===== config.mk =====
export PLATFORM = sky130hd
export DESIGN_NAME = seven_segment_value_formatter_unit
export DESIGN_NICKNAME = d
export VERILOG_FILES = /design/src/hdl/svf_pkg.sv /design/src/hdl/seven_segment_value_formatter_unit.sv /design/src/hdl/svf_front.sv /design/src/hdl/svf_queue.sv /design/src/hdl/svf_back.sv
export SDC_FILE = /design/constraint.sdc
export NUM_CORES = 1
export LEC_CHECK = 0
export ABC_AREA = 1
export BUFFER_PORTS_ARGS = -buffer_cell sky130_fd_sc_hd__buf_2
export CAP_MARGIN = 20
export CORE_MARGIN = 10
export CORE_UTILIZATION = 30
export DETAILED_ROUTE_END_ITERATION = 8
export PLACE_DENSITY = 0.46
export REMOVE_ABC_BUFFERS = 1
export SETUP_SLACK_MARGIN = 0.02
export SLEW_MARGIN = 20
export SYNTH_ARGS = -nofsm -noshare
export SYNTH_HDL_FRONTEND = slang
export SYNTH_HIERARCHICAL = 1
export SYNTH_SLANG_ARGS = --single-unit

===== constraint.sdc =====
create_clock -name clk -period 9.23 [get_ports clk]
set_input_delay 1.846 -clock clk [delete_from_list [all_inputs] [get_ports clk]]
set_output_delay 1.846 -clock clk [all_outputs]
set_load 0.01 [all_outputs]

===== src/hdl/svf_pkg.sv =====
// shared types, constants and helper functions for the seven segment value formatter
package svf_pkg;

	typedef enum logic [1:0] {
		KIND_FREQ  = 2'd0,
		KIND_VOL   = 2'd1,
		KIND_DELAY = 2'd2,
		KIND_NONE  = 2'd3
	} kind_t;

	typedef struct packed {
		kind_t       kind;
		logic [15:0] num;
	} entry_t;

	localparam int SVF_QUEUE_DEPTH = 2;
	localparam int SVF_DIGITS      = 4;

	localparam logic [7:0] SEG_BLANK = 8'hFF;
	localparam logic [7:0] SEG_V     = 8'hC1;
	localparam logic [7:0] SEG_D     = 8'hA1;
	localparam logic [7:0] SEG_ALL   = 8'h00;

	localparam logic [7:0] DIGIT_PATTERN [10] = '{
		8'hC0, 8'hF9, 8'hA4, 8'hB0, 8'h99, 8'h92, 8'h82, 8'hF8, 8'h80, 8'h90
	};

	// reciprocal multiply, exact for every 16-bit value
	function automatic logic [15:0] div10(input logic [15:0] x);
		logic [34:0] prod;
		prod = 35'(x) * 35'd52429;
		return prod[34:19];
	endfunction

	function automatic logic [7:0] seg_of(input logic [15:0] d);
		logic [7:0] pat;
		if (d > 16'd9) begin
			pat = SEG_ALL;
		end else begin
			pat = DIGIT_PATTERN[d[3:0]];
		end
		return pat;
	endfunction

endpackage


===== src/hdl/seven_segment_value_formatter_unit.sv =====
// top level of the seven segment value formatter
// a request accepted into an empty block is queued, then shown via the result register
// throughput: four results per request, one per cycle while each is popped when shown
// the back part sets the rate, taking apart one decimal digit each cycle unless stalled
// the front queue holds QUEUE_DEPTH requests, so requests are taken while results wait
// reset: arst_n empties the queue and the result stage at once; no clearing pass
module seven_segment_value_formatter_unit #(
	parameter int QUEUE_DEPTH = svf_pkg::SVF_QUEUE_DEPTH
) (
	input  logic        clk,
	input  logic        arst_n,
	input  logic        push,
	output logic        full,
	input  logic [1:0]  kind,
	input  logic [15:0] value,
	input  logic        pop,
	output logic        empty,
	output logic [3:0]  digit_enable,
	output logic [7:0]  segments,
	output logic        last
);
	import svf_pkg::*;

	entry_t front_entry;
	entry_t q_data;
	logic   q_empty;
	logic   q_rd;

	svf_front u_front (
		.kind  (kind),
		.value (value),
		.entry (front_entry)
	);

	svf_queue #(
		.DEPTH (QUEUE_DEPTH)
	) u_queue (
		.clk     (clk),
		.arst_n  (arst_n),
		.wr      (push),
		.wr_data (front_entry),
		.full    (full),
		.rd      (q_rd),
		.rd_data (q_data),
		.empty   (q_empty)
	);

	svf_back u_back (
		.clk          (clk),
		.arst_n       (arst_n),
		.q_empty      (q_empty),
		.q_data       (q_data),
		.q_rd         (q_rd),
		.pop          (pop),
		.empty        (empty),
		.digit_enable (digit_enable),
		.segments     (segments),
		.last         (last)
	);

endmodule


===== src/hdl/svf_front.sv =====
// front part: classifies a request and prepares the number to take apart
module svf_front (
	input  logic [1:0]      kind,
	input  logic [15:0]     value,
	output svf_pkg::entry_t entry
);
	import svf_pkg::*;

	kind_t k;

	always_comb begin
		k = kind_t'(kind);
		entry.kind = k;
		case (k)
			KIND_FREQ: begin
				entry.num = div10(value);
			end
			KIND_VOL: begin
				entry.num = value;
			end
			KIND_DELAY: begin
				entry.num = {8'd0, value[7:0]};
			end
			default: begin
				entry.num = '0;
			end
		endcase
	end

endmodule


===== src/hdl/svf_queue.sv =====
// short queue between the front and the back part
module svf_queue #(
	parameter int DEPTH = svf_pkg::SVF_QUEUE_DEPTH
) (
	input  logic            clk,
	input  logic            arst_n,
	input  logic            wr,
	input  svf_pkg::entry_t wr_data,
	output logic            full,
	input  logic            rd,
	output svf_pkg::entry_t rd_data,
	output logic            empty
);
	import svf_pkg::*;

	localparam int PW = $clog2(DEPTH);
	localparam int CW = $clog2(DEPTH + 1);
	localparam logic [PW-1:0] LAST_PTR = PW'(DEPTH - 1);

	entry_t        mem_q [DEPTH];
	logic [PW-1:0] wr_ptr_q;
	logic [PW-1:0] rd_ptr_q;
	logic [CW-1:0] count_q;
	logic          do_wr;
	logic          do_rd;

	assign full    = (count_q == CW'(DEPTH));
	assign empty   = (count_q == '0);
	assign do_wr   = wr && !full;
	assign do_rd   = rd && !empty;
	assign rd_data = mem_q[rd_ptr_q];

	always_ff @(posedge clk) begin
		if (do_wr) begin
			mem_q[wr_ptr_q] <= wr_data;
		end
	end

	always_ff @(posedge clk or negedge arst_n) begin
		if (!arst_n) begin
			wr_ptr_q <= '0;
			rd_ptr_q <= '0;
			count_q  <= '0;
		end else begin
			if (do_wr) begin
				wr_ptr_q <= (wr_ptr_q == LAST_PTR) ? '0 : PW'(wr_ptr_q + 1'b1);
			end
			if (do_rd) begin
				rd_ptr_q <= (rd_ptr_q == LAST_PTR) ? '0 : PW'(rd_ptr_q + 1'b1);
			end
			if (do_wr && !do_rd) begin
				count_q <= CW'(count_q + 1'b1);
			end else if (do_rd && !do_wr) begin
				count_q <= CW'(count_q - 1'b1);
			end
		end
	end

endmodule


===== src/hdl/svf_back.sv =====
// back part: peels one decimal digit a cycle unless held; drives result reg
module svf_back (
	input  logic            clk,
	input  logic            arst_n,
	input  logic            q_empty,
	input  svf_pkg::entry_t q_data,
	output logic            q_rd,
	input  logic            pop,
	output logic            empty,
	output logic [3:0]      digit_enable,
	output logic [7:0]      segments,
	output logic            last
);
	import svf_pkg::*;

	localparam logic [1:0] LAST_K = 2'(SVF_DIGITS - 1);

	logic [1:0]  k_q;
	logic [15:0] n_q;
	logic        out_v_q;
	logic [3:0]  de_q;
	logic [7:0]  seg_q;
	logic        last_q;

	logic        advance;
	logic [15:0] cur_n;
	logic [15:0] quo;
	logic [15:0] rem;
	logic [15:0] digit;
	logic [7:0]  seg;

	assign advance = !q_empty && (!out_v_q || pop);
	assign q_rd    = advance && (k_q == LAST_K);
	assign cur_n   = (k_q == 2'd0) ? q_data.num : n_q;
	assign quo     = div10(cur_n);
	assign rem     = cur_n - ((quo << 3) + (quo << 1));

	always_comb begin
		digit = rem;
		if (k_q == LAST_K || (q_data.kind == KIND_VOL && k_q == 2'd1)) begin
			digit = cur_n;
		end
		seg = seg_of(digit);
		case (q_data.kind)
			KIND_FREQ: begin
				if (k_q == LAST_K && cur_n == '0) begin
					seg = SEG_BLANK;
				end
			end
			KIND_VOL: begin
				if (k_q == 2'd2) begin
					seg = SEG_BLANK;
				end else if (k_q == LAST_K) begin
					seg = SEG_V;
				end
			end
			KIND_DELAY: begin
				if (k_q == LAST_K) begin
					seg = SEG_D;
				end
			end
			default: begin
				seg = SEG_BLANK;
			end
		endcase
	end

	always_ff @(posedge clk or negedge arst_n) begin
		if (!arst_n) begin
			k_q     <= '0;
			out_v_q <= 1'b0;
		end else begin
			if (advance) begin
				k_q     <= 2'(k_q + 2'd1);
				out_v_q <= 1'b1;
			end else if (pop) begin
				out_v_q <= 1'b0;
			end
		end
	end

	always_ff @(posedge clk) begin
		if (advance) begin
			n_q    <= quo;
			de_q   <= ~(4'b0001 << k_q);
			seg_q  <= seg;
			last_q <= (k_q == LAST_K);
		end
	end

	assign empty        = !out_v_q;
	assign digit_enable = de_q;
	assign segments     = seg_q;
	assign last         = last_q;

endmodule


==> flow_summary.json, run 1 <==
{
  "status": "finished, final reports clean",
  "portBuffers": 36,
  "synth.cell_area_sq_um": 14700,
  "cts_tree": "done",
  "antenna_found_initial": 0,
  "crit_arrival_ns": 8.94,
  "final_cell_area_sq_um": 16600,
  "nNetsFinal": 2346,
  "synth_mux_area_share_pct": 0,
  "hpwl_um": 36700,
  "cpMaxStageDelayCell": "fa_1",
  "start_util_pct": 30.2,
  "cts_sinks": 69,
  "maxSlewViolCount": 0,
  "async_flop_share_pct": 10.1,
  "placed_cell_area_sq_um": 15900,
  "maxCapViolations": 0,
  "max_slew.worst_pin.slew_ns": 1.04,
  "period_minus_slack_ns": 8.72,
  "clk_latency_ns": 0.35,
  "cts_buffers": 9,
  "max_stage_delay_ns": 0.58,
  "ys_types": 48,
  "syn_to_final_growth_pct": 13.2,
  "finalCritPeriodShare_pct": 94.5,
  "io_pins": 37,
  "grt_pass1_vias": 11900,
  "synth-simple-area-share_pct": 18.2,
  "cts_max_level": 3,
  "die_w_um": 241,
  "synth_warnings": 6,
  "diodes": 0,
  "ys_seq_area_share_pct": 13.9,
  "synth_cells": 1772,
  "synth.avg_cell_area_sq_um": 8.29,
  "cp_top_family": "adder cells",
  "clk_pin_slew_ns": 0.06,
  "grt_pass1_wl_um": 65300,
  "startpoint_type": "register",
  "clock_path_buffers": 2,
  "critPathMostFrequentCell": "fa_1",
  "synth_top_family_by_area": "adder cells",
  "cts_root_buffer": "clkbuf_16",
  "synth_edf_count": 62,
  "grt_overflow": 0,
  "finalClockSkew_ns": 0.0133,
  "routed_wl_um": 41100,
  "synth-seq-cells": 69,
  "nFillCells": 5159,
  "slew_headroom_pct": 30.3,
  "dieArea_sq_um": 58200,
  "cp_max_fo": 10,
  "ys.flop_type": "edfxtp_1",
  "wl_per_cell_um": 16.5,
  "synth_compound_gate_area_share_pct": 6.30,
  "required_ns": 9.45,
  "min_path_type": "register to register",
  "post-route-drc-count": 0,
  "grtUsageTotal_pct": 14.5,
  "dieHeight_um": 241,
  "place.gp.congestion": 0.917,
  "fp.coreArea_sq_um": 48600,
  "cp.buffers_inverters": 8,
  "vias": 11300,
  "synthAdderAreaFrac_pct": 47.4,
  "cp-end-kind": "register",
  "setup-violations-final": 0,
  "grt_max_degree": 31,
  "drt_iter0_drc": 556,
  "crit_type": "register to register",
  "placementRows": 81,
  "final_antenna_net_count": 0,
  "timing.fmax_ghz": 0.115,
  "dr.pass1.iters": 5,
  "drive_above_1_share_pct": 13.7,
  "synth_xor_area_share_pct": 1.97,
  "hold_violations": 0,
  "via_per_inst": 4.52
}
## worst register-to-register path, delay by kind of cell (launching register included)
kind,cells,cell delay (ns)
adder cells (fa/ha/maj),10,4.16
AO/OA/AOI/OAI,9,1.77
AND/OR/NAND/NOR,12,1.21
buffers and inverters,8,0.78
flip-flops,1,0.42
XOR/XNOR,1,0.26
## synth_stat cells (all sizes together), types with 3 or more instances
library cell / number / area [sq um]
buf: 9 / 66.3
fa: 167 / 3340
ha: 289 / 3620
xnor2: 7 / 61.3
nand2: 370 / 1530
dfrtp: 7 / 175
nor2: 87 / 377
a211oi: 4 / 30.0
o21ai: 60 / 312
a31oi: 3 / 18.8
nand3: 73 / 428
nor3: 14 / 101
a21oi: 72 / 368
a21o: 7 / 52.6
or2: 9 / 56.3
edfxtp: 62 / 1860
nand3b: 6 / 48.8
o21bai: 4 / 30.0
nand4: 20 / 125
inv: 462 / 1740
o21a: 3 / 22.5
xor2: 26 / 228
## kinds of logic (layout without fill, tap and decap cells)
kind of cell | Yosys count | after routing
compound gates | 162 | 162
flops | 69 | 69
simple gates | 581 | 581
xor+xnor | 33 | 33
buf+inv | 471 | 572
fa+ha+maj | 456 | 456
## cells in the final DEF (no fill, tap or decap), drive strengths merged, types with 14 or more instances in the layout
cell,Yosys,layout
inv,462,466
nand2,370,370
ha,289,289
fa,167,167
buf,9,94
nor2,87,87
nand3,73,73
a21oi,72,72
edfxtp,62,62
o21ai,60,60
xor2,26,26
nand4,20,20
nor3,14,14
## layout make-up
class / count / area [sq um] / share of cell area [%]
Clock buffer: 9 / 225 / 1.35
Sequential cell: 69 / 2040 / 12.2
Multi-Input combinational cell: 1232 / 11200 / 67.1
Inverter: 462 / 1740 / 10.5
Clock inverter: 7 / 57.6 / 0.346
Tap cell: 622 / 778 / 4.68
Timing Repair Buffer: 94 / 628 / 3.78
## worst paths after layout
check | endpoint | slack [ns] | cells after the start | from
max reg2reg | u_back/segments[5] | 0.51 | 40 | u_back/k_q[1]
max in group asynchronous | u_queue/rd_ptr_q | 7.72 | 1 | arst_n
min | u_queue/wr_ptr_q | 0.48 | 2 | u_queue/wr_ptr_q
min reg2reg | u_queue/wr_ptr_q | 0.48 | 2 | u_queue/wr_ptr_q
max | u_back/segments[5] | 0.51 | 40 | u_back/k_q[1]
min in group asynchronous | u_back/k_q[0] | 1.33 | 1 | arst_n
## through the flow
stage	setup slack (ns)	setup TNS, ns	util [%]	hold slack [ns]	cells
finish	0.509	0	34.2	0.480	2495
global route	-0.00564	-0.00564	34.2	0.538	2495
CTS	0.0215	0	33.4	0.483	2484
detailed placement	-0.148	-0.843	32.8	0.467	2467
global placement	-0.0715	-0.294	32.8	0.472	2467
floorplan	0.192	0	-	0.449	1763
## repair_timing
item,4_1_cts,5_1_grt
gates cloned,0,0
pin swaps,1,15
endpoints found under the setup margin,8,8
resized for setup,4,73
hold buffers,0,0
setup buffers,1,11
## per-layer routing
| metal | track usage [%] | wire (um) | vias up |
|---|---|---|---|
| li1 | - | - | 5737 |
| met1 | 19.3 | 19500 | 5368 |
| met2 | 24.8 | 19600 | 146 |
| met3 | 1.82 | 1270 | 38 |
| met4 | 3.14 | 720 | 0 |
| met5 | 0 | 0 | - |
## flip-flops by register name (all words and copies together) (netlist names)
register / flops
u_back/digit_enable: 4
u_back/k_q: 2
u_back/last: 1
u_back/n_q: 13
u_back/out_v_q: 1
u_back/segments: 8
u_queue/count_q: 2
u_queue/mem_q: 36
u_queue/rd_ptr_q: 1
u_queue/wr_ptr_q: 1
Power of run 1 is left out: the tool's default activity adds up to more than one toggle a clock period on the data nets, which glitch-free logic cannot reach.
==> run 2, diff against run 1 <==
PLACE_DENSITY = unset   (was 0.46)
==> flow_summary.json, run 2 (synthesis gave the netlist of run 1 again) <==
{
  "status": "finished, final reports clean",
  "hpwl_um": 33800,
  "nNetsFinal": 2342,
  "fp.coreArea_sq_um": 48600,
  "grt_pass1_wl_um": 61900,
  "dieArea_sq_um": 58200,
  "cts_tree": "done",
  "preCtsSetupSlack_ns": -0.193,
  "grt_overflow": 0,
  "required_ns": 9.43,
  "multiInputGateArea_sq_um": 11100,
  "crit_arrival_ns": 9.04,
  "wl_per_cell_um": 15.5,
  "slew_headroom_pct": 28.9,
  "diodes": 0,
  "cts_buffers": 9,
  "whs_path_depth": 2,
  "ff2ff_path_depth": 45,
  "cts_root_buffer": "clkbuf_16",
  "grt_pass1_vias": 12200,
  "grt_max_degree": 31,
  "worst_slack_ns": 0.385,
  "seq_area_sq_um": 2040,
  "clk_pin_slew_ns": 0.06,
  "maxSlewViolCount": 0,
  "period_minus_slack_ns": 8.84,
  "post-route-drc-count": 0,
  "startpoint_type": "register",
  "min_path_type": "register to register",
  "final_cell_area_sq_um": 16600,
  "max_stage_delay_ns": 0.57,
  "io_pins": 37,
  "max_slew.worst_pin.slew_ns": 1.06,
  "timing.fmax_ghz": 0.113,
  "place.gp.congestion": 0.927,
  "cts_sinks": 69,
  "nFillCells": 5081,
  "dieHeight_um": 241,
  "regMostFlops": "u_queue/mem_q",
  "vias": 11500,
  "via_per_inst": 4.64,
  "cpMaxStageDelayCell": "fa_1",
  "hold_end": "u_queue/wr_ptr_q",
  "grtUsageTotal_pct": 13.4,
  "layout_common_cells": "inv_1, nand2_1, ha_1, fa_1, nor2_1",
  "hp-start": "u_queue/wr_ptr_q",
  "syn_to_final_growth_pct": 13.0,
  "portBuffers": 36,
  "drive_above_1_share_pct": 13.1,
  "clk_latency_ns": 0.33,
  "cts_max_level": 3,
  "reg2reg_to": "u_back/segments[2]",
  "hold_buffers": 0,
  "antenna_found_initial": 0,
  "finalClockSkew_ns": 0.00575,
  "die_w_um": 241,
  "placementRows": 81,
  "cp_top_family": "adder cells",
  "hold_violations": 0,
  "r2r_slack_ns": 0.39,
  "critical_path_depth": 45,
  "clock_path_buffers": 2,
  "r2r-start": "u_queue/rd_ptr_q",
  "start_util_pct": 30.2,
  "fin_tns_setup_ns": 0,
  "cp.buffers_inverters": 9,
  "routed_wl_um": 38500,
  "final_antenna_net_count": 0,
  "finalCritPeriodShare_pct": 95.8,
  "largest_reg_flops": 36,
  "dr.pass1.iters": 4,
  "layout_commonest_cell": "inv_1",
  "crit_type": "register to register",
  "maxCapViolations": 0,
  "setup-violations-final": 0,
  "cp-end-kind": "register",
  "placed_cell_area_sq_um": 15900,
  "cp_max_fo": 8,
  "drt_iter0_drc": 673
}
-- run 2: worst max path at each step --
stage / from / end / slack (ns)
final: u_queue/rd_ptr_q / u_back/segments[2] / 0.39
after global routing: u_queue/rd_ptr_q / u_back/segments[2] / -0.01
after CTS: u_queue/rd_ptr_q / u_back/segments[2] / 0.03
after detailed placement: u_back/k_q[1] / u_back/segments[2] / -0.19
after global placement: u_back/k_q[1] / u_back/segments[6] / 0.009
after floorplan: u_back/k_q[1] / u_back/segments[1] / 0.19
-- run 2: timing repair --
item,in CTS,in global routing
cloned,0,1
setup endpoints to repair,8,8
buffers inserted,1,10
gates resized for setup,6,65
hold endpoints to repair,0,0
pin swaps,1,18
-- run 2: worst register-to-register path: cells and delay by family, from the launching register on --
| family | cells | cell delay, ns |
|---|---|---|
| xor+xnor | 1 | 0.10 |
| flops | 1 | 0.50 |
| buf+inv | 9 | 0.77 |
| compound gates | 8 | 1.39 |
| simple gates | 18 | 1.87 |
| fa+ha+maj | 9 | 4.07 |
-- run 2: cell type report --
cell class / count / area share [%]
sequential: 69 / 12.3
inverter: 462 / 10.5
tap: 622 / 4.69
clock buffer: 9 / 1.36
clock inverter: 7 / 0.347
multi-input combinational: 1232 / 67.1
timing repair buffer: 90 / 3.73
-- run 2: stage by stage --
| step | cells | utilization [%] | hold WS, ns |
|---|---|---|---|
| floorplan | 1763 | - | 0.449 |
| global placement | 2463 | 32.7 | 0.463 |
| detailed placement | 2463 | 32.7 | 0.468 |
| finish | 2491 | 34.1 | 0.481 |
| global route | 2491 | 34.1 | 0.508 |
| CTS | 2480 | 33.4 | 0.482 |
-- run 2: routing by layer --
layer	track usage (%)	wire length, um
met1	17.2	17400
met2	23.3	18900
met3	1.66	1280
met4	3.96	952
met5	0	0
Power of run 2 is left out for the same reason.
==> run 3, diff against run 2 <==
CORE_MARGIN = unset   (was 10)
PLACE_DENSITY = 0.45   (was unset)
==> flow_summary.json, run 3 (synthesis gave the netlist of run 1 again) <==
{
  "status": "finished, final reports clean",
  "nNetsFinal": 2360,
  "post-route-drc-count": 0,
  "final_antenna_net_count": 0,
  "utilization_pct": 34.8,
  "r2r_slack_ns": 0.42,
  "cts_sinks": 69,
  "cp-end-kind": "register",
  "hp-start": "u_queue/wr_ptr_q",
  "layout_common_cells": "inv_1, nand2_1, ha_1, fa_1, nor2_1",
  "hold_end": "u_queue/wr_ptr_q",
  "fp.coreArea_sq_um": 48000,
  "multiInputGateArea_sq_um": 11100,
  "cts_root_buffer": "clkbuf_16",
  "grt_pass1_wl_um": 66100,
  "slew_headroom_pct": 27.9,
  "dieHeight_um": 223,
  "die_w_um": 223,
  "routed_wl_um": 41200,
  "cp_max_fo": 11,
  "grt_pass1_vias": 11900,
  "dieArea_sq_um": 49900,
  "worst_slack_ns": 0.419,
  "largest_reg_flops": 36,
  "finalClockSkew_ns": 0.0123,
  "cts_max_level": 3,
  "setup-violations-final": 0,
  "wl_per_cell_um": 16.5,
  "layout_commonest_cell": "inv_1",
  "nFillCells": 5126,
  "crit_type": "register to register",
  "regMostFlops": "u_queue/mem_q",
  "r2r-start": "u_back/k_q[1]",
  "ff2ff_path_depth": 43,
  "maxSlewViolCount": 0,
  "dr.pass1.iters": 8,
  "finalCritPeriodShare_pct": 95.5,
  "maxCapViolations": 0,
  "syn_to_final_growth_pct": 13.7,
  "required_ns": 9.43,
  "timing.fmax_ghz": 0.114,
  "crit_arrival_ns": 9.01,
  "place.gp.congestion": 0.872,
  "cpMaxStageDelayCell": "fa_2",
  "dp.cells": 2472,
  "hpwl_um": 36300,
  "max_slew.worst_pin.slew_ns": 1.08,
  "via_per_inst": 4.54,
  "reg2reg_to": "u_back/segments[2]",
  "whs_path_depth": 2,
  "drt_iter0_drc": 506,
  "seq_area_sq_um": 2040,
  "clk_latency_ns": 0.34,
  "hold_violations": 0,
  "clk_pin_slew_ns": 0.07,
  "diodes": 0,
  "hold_ws_ns": 0.491,
  "io_pins": 37,
  "start_util_pct": 30.6,
  "antenna_found_initial": 0,
  "cts_buffers": 9,
  "final_cell_count_no_fill": 2502,
  "placementRows": 80,
  "portBuffers": 36,
  "preCtsSetupSlack_ns": -0.112,
  "cts_tree": "done",
  "vias": 11400,
  "period_minus_slack_ns": 8.81,
  "max_stage_delay_ns": 0.60,
  "critPathMostFrequentCell": "fa_1",
  "min_path_type": "register to register",
  "drive_above_1_share_pct": 13.8,
  "grt_overflow": 0,
  "clock_path_buffers": 2,
  "hold_buffers": 0,
  "grtUsageTotal_pct": 17.1,
  "grt_max_degree": 31,
  "startpoint_type": "register"
}
==> run 3: cell types whose count changed in the layout (fill, tap and decap cells not counted), moves of 3 or more <==
| cell | before | now |
|---|---|---|
| nor2_2 | 14 | 11 |
| o21ai_1 | 18 | 15 |
| buf_4 | 51 | 70 |
| ha_4 | 4 | 8 |
| nor2_1 | 70 | 73 |
==> run 3: repair_timing <==
item / in CTS / in global routing
resized for setup: 3 / 66
pin swaps: 1 / 15
setup endpoints to repair: 7 / 8
buffers inserted: 1 / 13
==> run 3: metal layers <==
metal,global-route usage (%),share of wire (%),routed length [um],up-vias
li1,-,-,-,5768
met1,23.5,48,19800,5409
met2,29.7,48,19900,154
met3,1.57,2.6,1090,23
met4,2.65,1.0,416,2
met5,0.587,0.095,39,-
==> run 3: worst max-delay path by stage <==
stage | slack, ns | cells past startpoint | to | start
floorplan | 0.19 | 44 | u_back/segments[1] | u_back/k_q[1]
global placement | 0.13 | 46 | u_back/segments[6] | u_back/k_q[1]
detailed placement | -0.11 | 46 | u_back/segments[2] | u_back/k_q[1]
CTS | 0.03 | 42 | u_back/segments[2] | u_back/k_q[1]
global route | -0.05 | 46 | u_back/segments[4] | u_back/k_q[1]
finish | 0.42 | 43 | u_back/segments[2] | u_back/k_q[1]
==> run 3: through the flow <==
stage	cell area, sq um	setup TNS, ns
6_report	16700	0
5_1_grt	16700	-0.191
3_5_place_dp	16000	-0.532
3_3_place_gp	16000	0
2_1_floorplan	14600	0
4_1_cts	16300	0
==> run 3: final cells by class <==
class	instances	area share, %
multi-input combinational	1232	66.6
sequential	69	12.2
inverter	462	10.5
tap	615	4.61
timing repair buffer	108	4.41
clock buffer	9	1.35
clock inverter	7	0.375
==> run 3: critical path: cells and delay by family, from the launching register on <==
family                   cells  cell delay, ns
AO/OA/AOI/OAI               11            1.74
XOR/XNOR                     2            0.39
adder cells (fa/ha/maj)     10            4.11
buffers and inverters        9            0.89
flip-flops                   1            0.41
AND/OR/NAND/NOR             11            1.14
Power of run 3 is left out for the same reason.
